**config.mk**
```make
export PLATFORM = sky130hd
export DESIGN_NAME = prr_front
export DESIGN_NICKNAME = d
export VERILOG_FILES = /design/src/design/prr_pkg.sv /design/src/design/prr_front.sv
export SDC_FILE = /design/constraint.sdc
export NUM_CORES = 1
export LEC_CHECK = 0
export BUFFER_PORTS_ARGS = -buffer_cell sky130_fd_sc_hd__buf_2
export CAP_MARGIN = 10
export CORE_MARGIN = 1.5
export CORE_UTILIZATION = 23
export DETAILED_ROUTE_END_ITERATION = 6
export GPL_ROUTABILITY_DRIVEN = 0
export PLACE_DENSITY_LB_ADDON = 0.15
export SKIP_LAST_GASP = 1
export SYNTH_ARGS = -nofsm -noshare
export SYNTH_HDL_FRONTEND = slang
export SYNTH_SLANG_ARGS = --single-unit
export TNS_END_PERCENT = 50
```
**constraint.sdc**
```tcl
create_clock -name vclk -period 1.2
set_clock_uncertainty 0.05 [all_clocks]
set_input_delay 0.24 -clock vclk [all_inputs]
set_output_delay 0.24 -clock vclk [all_outputs]
set_load 0.01 [all_outputs]
```
**src/design/prr_pkg.sv**
```systemverilog
// Shared types, codes and defaults for the polyphase rational resampler.
package prr_pkg;

    localparam int COEF_DEPTH_DEF  = 256;
    localparam int DELAY_DEPTH_DEF = 256;
    localparam int MAX_FACTOR_DEF  = 64;
    localparam int QUEUE_DEPTH     = 4;

    localparam int SAMPLE_W    = 16;
    localparam int PROD_W      = 2 * SAMPLE_W;
    localparam int PHASE_W     = 7;
    localparam int FACTOR_W    = 7;
    localparam int FLEN_W      = 9;
    localparam int CIDX_W      = 8;
    localparam int CFG_IDX_W   = 2;
    localparam int CFG_DATA_W  = 9;
    localparam int OP_W        = 2;
    localparam int ROUND_SHIFT = 15;
    localparam int ROUND_BIAS  = 16384;

    localparam logic [SAMPLE_W-1:0] SAT_MAX = 16'h7FFF;
    localparam logic [SAMPLE_W-1:0] SAT_MIN = 16'h8000;

    localparam logic [OP_W-1:0] OP_PUSH  = 2'd0;
    localparam logic [OP_W-1:0] OP_LOAD  = 2'd1;
    localparam logic [OP_W-1:0] OP_CLEAR = 2'd2;

    localparam logic [CFG_IDX_W-1:0] CFG_INTERP = 2'd0;
    localparam logic [CFG_IDX_W-1:0] CFG_DECIM  = 2'd1;
    localparam logic [CFG_IDX_W-1:0] CFG_FLEN   = 2'd2;

    typedef enum logic [1:0] {
        KIND_PUSH,
        KIND_LOAD,
        KIND_CLEAR
    } t_kind;

    typedef struct packed {
        t_kind                kind;
        logic [CIDX_W-1:0]    addr;
        logic [SAMPLE_W-1:0]  data;
    } t_item;

    typedef struct packed {
        logic [FACTOR_W-1:0] interp;
        logic [FACTOR_W-1:0] decim;
        logic [FLEN_W-1:0]   flen;
    } t_cfg;

    typedef enum logic {
        ST_IDLE,
        ST_RUN
    } t_state;

endpackage

```
**src/design/prr_front.sv**
```systemverilog
// Input front end: accepts transactions, classifies them, drops no-ops and out-of-range loads.
module prr_front import prr_pkg::*; #(
    parameter int COEF_DEPTH = COEF_DEPTH_DEF
) (
    input  logic                i_in_valid,
    input  logic [OP_W-1:0]     i_op,
    input  logic [SAMPLE_W-1:0] i_in_sample,
    input  logic [CIDX_W-1:0]   i_coef_index,
    input  logic [SAMPLE_W-1:0] i_coef_value,
    output logic                o_in_stall,
    input  logic                i_q_full,
    output logic                o_push,
    output t_item               o_item
);

    logic keep;

    always_comb begin
        keep          = 1'b0;
        o_item.kind   = KIND_PUSH;
        o_item.addr   = i_coef_index;
        o_item.data   = i_in_sample;
        unique case (i_op)
            OP_PUSH: begin
                keep = 1'b1;
            end
            OP_LOAD: begin
                keep        = (32'(i_coef_index) < COEF_DEPTH);
                o_item.kind = KIND_LOAD;
                o_item.data = i_coef_value;
            end
            OP_CLEAR: begin
                keep        = 1'b1;
                o_item.kind = KIND_CLEAR;
            end
            default: begin
                keep = 1'b0;
            end
        endcase
    end

    assign o_in_stall = i_q_full;
    assign o_push     = i_in_valid && !i_q_full && keep;

endmodule

```
==> flow_summary.toml <==
[cells_and_area]
nClkBuffers = 0
areaGrowthSynthToFinish_pct = 98.2
ff_latch_area_um2 = 0
stdcell_area_um2 = 682
postLayoutCoreUtil = 0.505
design.seq.count = 0
drive_gt1_frac = 0.963
antenna_cells = 0
nets = 126
final_cells = 95

[critical_path]
critPathLaunchType = "input pin"
path_class = "in -> out"
crit_fanout = 10
required_ns = 0.91
slowest_delay_ns = 0.30
end_kind = "output pin"
worstPathCellList = "buf_6 -> nor2b_4 -> buf_12 -> mux2_4 -> buf_2"
cp_slowest_cell = "mux2_4"
crit_arrival_ns = 1.10
critical-path-top-delay-family = "buffers and inverters"
critPathBufInv = 3

[synth]
synthAdderAreaFrac = 0
yosys.area_share.simple = 0.0582
synthMuxAreaShare = 0.622
synth.net_count = 75
yosys_warnings = 0
avgSynthCellArea_um2 = 11.1
syn_inst = 31
ys_seq_area_frac = 0
netlist_area_um2 = 344
synth_xor_area_frac = 0
yosysUniqueCellTypes = 9
synth_compound_area_frac = 0.0218
synth_top_family_by_area = "multiplexers"

[grt]
antenna_found_initial = 0
overflow = 0
grt_use_total = 0.122
grt_first_pass_wirelength_mm = 1.70
grt_max_degree = 11
grt_pass1_vias = 369

[detailed_routing]
post_drt_wl_per_cell_um = 13.2
ant_nets = 0
drc_errors = 0
vias_per_cell = 4.56
via_count = 433
first_pass_iters = 3
wl_mm = 1.25
drt_iter0_drc = 2

[timing]
fmax_mhz = 721
timing.slew.headroom = 0.849
slew_violations = 0
post-route-period-util = 1.16
worstMarginPinSlew_ns = 0.225
setup_ws_ns = -0.186
period_minus_slack_ns = 1.39
fin_tns_setup_ns = -2.71
rsz0062_at_grt = "yes"
hold_violations = 0
finalSetupViolCount = 16

[placed_design]
dpl_cell_area_um2 = 599
dpl.hpwl_mm = 1.03
port_buffers = 56
dp.cells = 95

[hold_path]
hp-class = "in -> out"

[power]
power_density_nw_per_um2 = 407
power.leakage_nw = 0.405
vdd_drop_max_mv = 0.173
total_power_w = 0.000277

[floorplan]
rows = 13
die_width_um = 41.7
design.core.area_um2 = 1350
die_area_um2 = 1740
pin_count = 72
die_y_um = 41.7
initial_core_util = 0.255

[clocking]
postCtsHoldBufs = 0

[run_status]
violations = "setup timing"
outcome = "complete, but fails checks"

[flow_run]
maxCapViolCount = 0
## cells in the mapped netlist (all sizes together)
cell type / n / area share
inv: 1 / 0.011
a211oi: 1 / 0.022
buf: 11 / 0.29
mux2: 16 / 0.62
nor2b: 2 / 0.058
## metal layers
metal  part of all wire  global-route usage  vias to the layer above  routed length, µm
met5                  0                   0                        -                  0
met2               0.53               0.272                       56                661
met3               0.20              0.0522                        0                252
met1               0.27              0.0987                      179                336
met4                  0                   0                        0                  0
li1                   -                   -                      198                  -
## where the power goes
group          total [W]  internal [W]  switching (W)
sequential             0             0              0
clock                  0             0              0
combinational   0.000277      0.000181      0.0000960
## metrics by stage
stage	hold WS, ns	worst slack [ns]
5_1_grt	0.430	-0.214
3_5_place_dp	0.430	-0.217
4_1_cts	0.430	-0.192
6_report	0.430	-0.186
3_3_place_gp	0.430	-0.218
2_1_floorplan	0.476	-0.0271
## placed cells by master (no fill, tap or decap)
master    synthesis  final
a211oi_1          1      1
nor2b_1           1      1
buf_4             9      2
inv_1             1      1
buf_12            1      2
mux2_4            9     16
buf_2             0     47
nor2b_4           1      1
buf_6             1      9
## area by class of cell
cell class | instances | area (µm²)
multi-input combinational | 19 | 268
fill | 115 | 668
timing repair buffer | 60 | 392
inverter | 1 | 3.75
tap | 15 | 18.8
## path summary, 6_finish.rpt
| kind | from | to | slack (ns) | cells past startpoint |
|---|---|---|---|---|
| max | i_op[1] | o_item[5] | -0.19 | 5 |
| min | i_coef_index[1] | o_item[17] | 0.43 | 0 |
## kinds of logic after synthesis
| group | Yosys count |
|---|---|
| buffers and inverters | 12 |
| muxes | 16 |
| AOI/OAI and AO/OA | 1 |
| and+or+nand+nor | 2 |
## what timing repair did
| action | CTS | global route |
|---|---|---|
| setup buffers | 0 | 0 |
| resized for setup | 8 | 8 |
| endpoints found under the setup margin | 16 | 17 |
(Power assumes the default switching activity.)
