===== src/design/prr_pkg.sv =====
// Shared types, codes and defaults for the polyphase rational resampler.
package prr_pkg;

    localparam int COEF_DEPTH_DEF  = 256;
    localparam int DELAY_DEPTH_DEF = 256;
    localparam int MAX_FACTOR_DEF  = 64;
    localparam int QUEUE_DEPTH     = 4;

    localparam int SAMPLE_W    = 16;
    localparam int PROD_W      = 2 * SAMPLE_W;
    localparam int PHASE_W     = 7;
    localparam int FACTOR_W    = 7;
    localparam int FLEN_W      = 9;
    localparam int CIDX_W      = 8;
    localparam int CFG_IDX_W   = 2;
    localparam int CFG_DATA_W  = 9;
    localparam int OP_W        = 2;
    localparam int ROUND_SHIFT = 15;
    localparam int ROUND_BIAS  = 16384;

    localparam logic [SAMPLE_W-1:0] SAT_MAX = 16'h7FFF;
    localparam logic [SAMPLE_W-1:0] SAT_MIN = 16'h8000;

    localparam logic [OP_W-1:0] OP_PUSH  = 2'd0;
    localparam logic [OP_W-1:0] OP_LOAD  = 2'd1;
    localparam logic [OP_W-1:0] OP_CLEAR = 2'd2;

    localparam logic [CFG_IDX_W-1:0] CFG_INTERP = 2'd0;
    localparam logic [CFG_IDX_W-1:0] CFG_DECIM  = 2'd1;
    localparam logic [CFG_IDX_W-1:0] CFG_FLEN   = 2'd2;

    typedef enum logic [1:0] {
        KIND_PUSH,
        KIND_LOAD,
        KIND_CLEAR
    } t_kind;

    typedef struct packed {
        t_kind                kind;
        logic [CIDX_W-1:0]    addr;
        logic [SAMPLE_W-1:0]  data;
    } t_item;

    typedef struct packed {
        logic [FACTOR_W-1:0] interp;
        logic [FACTOR_W-1:0] decim;
        logic [FLEN_W-1:0]   flen;
    } t_cfg;

    typedef enum logic {
        ST_IDLE,
        ST_RUN
    } t_state;

endpackage


===== src/design/prr_queue.sv =====
// Short command queue between the front end and the filter engine.
module prr_queue import prr_pkg::*; (
    input  logic  i_clk,
    input  logic  i_rst_n,
    input  logic  i_push,
    input  t_item i_item,
    output logic  o_full,
    output logic  o_valid,
    output t_item o_item,
    input  logic  i_pop
);

    localparam int QPW = $clog2(QUEUE_DEPTH);
    localparam int QCW = $clog2(QUEUE_DEPTH + 1);

    t_item          r_mem [QUEUE_DEPTH];
    logic [QPW-1:0] r_wr, n_wr;
    logic [QPW-1:0] r_rd, n_rd;
    logic [QCW-1:0] r_count, n_count;
    logic           do_push;
    logic           do_pop;

    assign o_full  = (r_count == QCW'(QUEUE_DEPTH));
    assign o_valid = (r_count != '0);
    assign o_item  = r_mem[r_rd];
    assign do_push = i_push && !o_full;
    assign do_pop  = i_pop && o_valid;

    always_comb begin
        n_wr    = r_wr;
        n_rd    = r_rd;
        n_count = r_count;
        if (do_push) begin
            n_wr = (r_wr == QPW'(QUEUE_DEPTH - 1)) ? '0 : r_wr + QPW'(1);
        end
        if (do_pop) begin
            n_rd = (r_rd == QPW'(QUEUE_DEPTH - 1)) ? '0 : r_rd + QPW'(1);
        end
        if (do_push && !do_pop) begin
            n_count = r_count + QCW'(1);
        end else if (do_pop && !do_push) begin
            n_count = r_count - QCW'(1);
        end
    end

    always_ff @(posedge i_clk) begin
        if (!i_rst_n) begin
            r_wr    <= '0;
            r_rd    <= '0;
            r_count <= '0;
        end else begin
            r_wr    <= n_wr;
            r_rd    <= n_rd;
            r_count <= n_count;
        end
    end

    always_ff @(posedge i_clk) begin
        if (do_push) begin
            r_mem[r_wr] <= i_item;
        end
    end

endmodule


===== config.mk =====
export PLATFORM = sky130hd
export DESIGN_NAME = prr_queue
export DESIGN_NICKNAME = d
export VERILOG_FILES = /design/src/design/prr_pkg.sv /design/src/design/prr_queue.sv
export SDC_FILE = /design/constraint.sdc
export NUM_CORES = 1
export LEC_CHECK = 0
export ABC_AREA = 1
export BUFFER_PORTS_ARGS = -buffer_cell sky130_fd_sc_hd__buf_4
export CORE_UTILIZATION = 48
export CTS_BUF_LIST = sky130_fd_sc_hd__clkbuf_2 sky130_fd_sc_hd__clkbuf_4 sky130_fd_sc_hd__clkbuf_8
export CTS_CLUSTER_SIZE = 12
export DETAILED_ROUTE_END_ITERATION = 10
export MAX_ROUTING_LAYER = met4
export PLACE_DENSITY = 0.71
export SLEW_MARGIN = 20
export SYNTH_ARGS = -nofsm -noshare
export SYNTH_HDL_FRONTEND = slang
export SYNTH_SLANG_ARGS = --single-unit

===== constraint.sdc =====
create_clock -name i_clk -period 2.3 [get_ports i_clk]
set_clock_uncertainty 0.1 [all_clocks]
set_input_delay 0.46 -clock i_clk [delete_from_list [all_inputs] [get_ports i_clk]]
set_output_delay 0.46 -clock i_clk [all_outputs]
set_load 0.005 [all_outputs]

==> results_dict.tcl <==
set metrics [dict create \
    worstPathRequired_ns 1.74 \
    areaGrowthSynthToFinish_pct 24.81 \
    syn_area_per_cell_um2 13.48 \
    numCtsBuffers 17 \
    final_cell_mix "edfxtp_1, nor2_1, buf_4, o21ai_0, o22ai_1" \
    seq_area_um2 3307 \
    tns_ns 0 \
    r2r_start "r_count[1]" \
    synth_top_area_frac 0.7193 \
    ys_seq_elements 113 \
    synth_area_um2 4342 \
    gp_congestion 0.7513 \
    vias_per_cell 5.279 \
    cp-start-kind "flop" \
    worstSetupPathType "flop to output port" \
    critical_path.max_fanout 20 \
    die_x_um 97.11 \
    cpMaxStageDelayCell "dfxtp_4" \
    cts_buffer_depth 2 \
    nets 430 \
    async_reset_ff_frac 0 \
    initial_core_util 0.4978 \
    drcViolationCount 0 \
    drive_gt1_frac 0.2494 \
    routedWlPerCell_um 16.15 \
    finalHoldViolations 0 \
    final-setup-viol-count 0 \
    synth_edf_count 104 \
    finalCritPeriodShare 0.9416 \
    fmax_mhz 461.8 \
    clock_latency_ns 0.43 \
    h-tree-depth 4 \
    outcome "finished, final reports clean" \
    synth_nets 359 \
    grt_pass1_vias 2666 \
    dr.pass1.iters 5 \
    relSlewSlack 0.7385 \
    maxCapViolations 0 \
    hold_class "input pin to flop" \
    overflow 0 \
    worst_pin_slew_ns 0.3922 \
    hpwl_mm 4.889 \
    clockRootBuffer "clkbuf_8" \
    synth.yosys.warnings 0 \
    cts.sinks 113 \
    io-pin-count 58 \
    grt_max_degree 53 \
    core-area_um2 8721 \
    synth.yosys.seq_area_share 0.7608 \
    drt_iter0_markers 132 \
    end_kind "output port" \
    multiInputGateArea_um2 902.1 \
    yosysTopAreaCell "edfxtp_1" \
    cts_setup_buffers 0 \
    fp-row-count 34 \
    ir_drop_mv 0.6092 \
    yosysUniqueCellTypes 19 \
    syn_inst 322 \
    fp.dieH_um 97.11 \
    design.die.area_um2 9429 \
    final_antenna_net_count 0 \
    worstPathCellList "buf_6 -> o21ai_0 -> o22ai_1 -> buf_4" \
    rsz0062_at_grt "no" \
    synth.area.top_cells "edfxtp_1, nor2_1, o21ai_0" \
    antenna_cells 0 \
    grt_antenna_before_repair 0 \
    worst_ep_arrival_time_ns 1.61 \
    hold_buffers 0 \
    powerDensity_nw_per_um2 1193 \
    max_stage_delay_ns 0.48 \
    total_power_mw 6.465 \
    synthFlopType "edfxtp_1" \
    port_buffers 57 \
    fillCellCount 632 \
    grt_pass1_wl_mm 12.98 \
    min_period_ns 2.166 \
    num_vias 2708 \
    drt-total-wl_mm 8.285 \
    grt_usage 0.1900 \
    clk_pin_slew_ns 0.07 \
    final_common_cell "edfxtp_1" \
    worstHoldStart "i_item[8]" \
    cts_tree "done" \
    slew_violations 0 \
    leakage_nw 2.008 \
]
## critical path, delay by kind of cell, from the launching register on
| family | cells | cell delay [ns] |
|---|---|---|
| flip-flops | 1 | 0.48 |
| buffers and inverters | 2 | 0.38 |
| AO/OA/AOI/OAI | 2 | 0.31 |
## synth_stat cells (2+ instances only)
| library cell | number |
|---|---|
| buf_4 | 6 |
| dfxtp_1 | 9 |
| buf_2 | 8 |
| o21ai_1 | 17 |
| edfxtp_1 | 104 |
| ha_1 | 6 |
| o22ai_1 | 26 |
| inv_1 | 16 |
| a21oi_1 | 2 |
| o21ai_0 | 37 |
| nor2_1 | 69 |
| nand2_1 | 15 |
## flip-flops by register name, indices dropped and copies added, names as in the netlist, named ones only
register  flops
r_wr          2
r_count       3
r_mem       104
r_rd          2
## area by class of cell
cell class / count / area share
Timing Repair Buffer: 67 / 0.09952
Sequential cell: 113 / 0.6103
Clock buffer: 18 / 0.04456
Inverter: 18 / 0.01432
Clock inverter: 13 / 0.03994
Multi-Input combinational cell: 176 / 0.1665
Tap cell: 108 / 0.02494
## cells by family (layout without fill, tap and decap cells)
| group | after synthesis | after routing | share of synthesized area |
|---|---|---|---|
| compound gates | 82 | 82 | 0.1020 |
| fa+ha+maj | 7 | 7 | 0.02190 |
| buf+inv | 33 | 116 | 0.03833 |
| flops | 113 | 113 | 0.7608 |
| simple gates | 87 | 87 | 0.07695 |
## worst paths after layout
kind,endpoint,slack [ns],depth (start not counted)
worst max register to register,r_count[2],0.37,12
worst min register to register,r_count[0],0.41,2
worst max-delay path,o_item[21],0.13,4
worst min-delay path,r_mem[3][8],0.13,1
## per-layer routing
layer | up-vias | wire length [um] | track usage
li1 | 1313 | - | -
met1 | 1296 | 3405 | 0.2245
met2 | 91 | 4181 | 0.3007
met3 | 8 | 617 | 0.07986
met4 | 0 | 80 | 0.05166
met5 | - | 0 | -
## metrics by stage
stage / cell area, um^2 / utilization / hold slack [ns] / worst slack (ns) / instances
finish: 5419 / 0.6214 / 0.1342 / 0.1344 / 513
global route: 5419 / 0.6214 / 0.1008 / 0.02261 / 513
CTS: 5403 / 0.6195 / 0.1185 / 0.06493 / 513
detailed placement: 4940 / 0.5664 / 0.4026 / 0.4028 / 482
global placement: 4940 / 0.5664 / 0.3922 / 0.4361 / 482
floorplan: 4342 / - / 0.3801 / 0.006696 / 322
## timing repair
item	4_1_cts	5_1_grt
pin swaps	0	0
resized for setup	2	6
setup endpoints to repair	11	4
## power breakdown
group          leakage, nW  internal [mW]  switching (mW)
Combinational        0.754          0.746           0.934
Sequential            1.03           2.52           0.121
Clock                0.226           1.39           0.757
Total                 2.01           4.65            1.81
No activity file was read; power rests on OpenSTA's default activity.
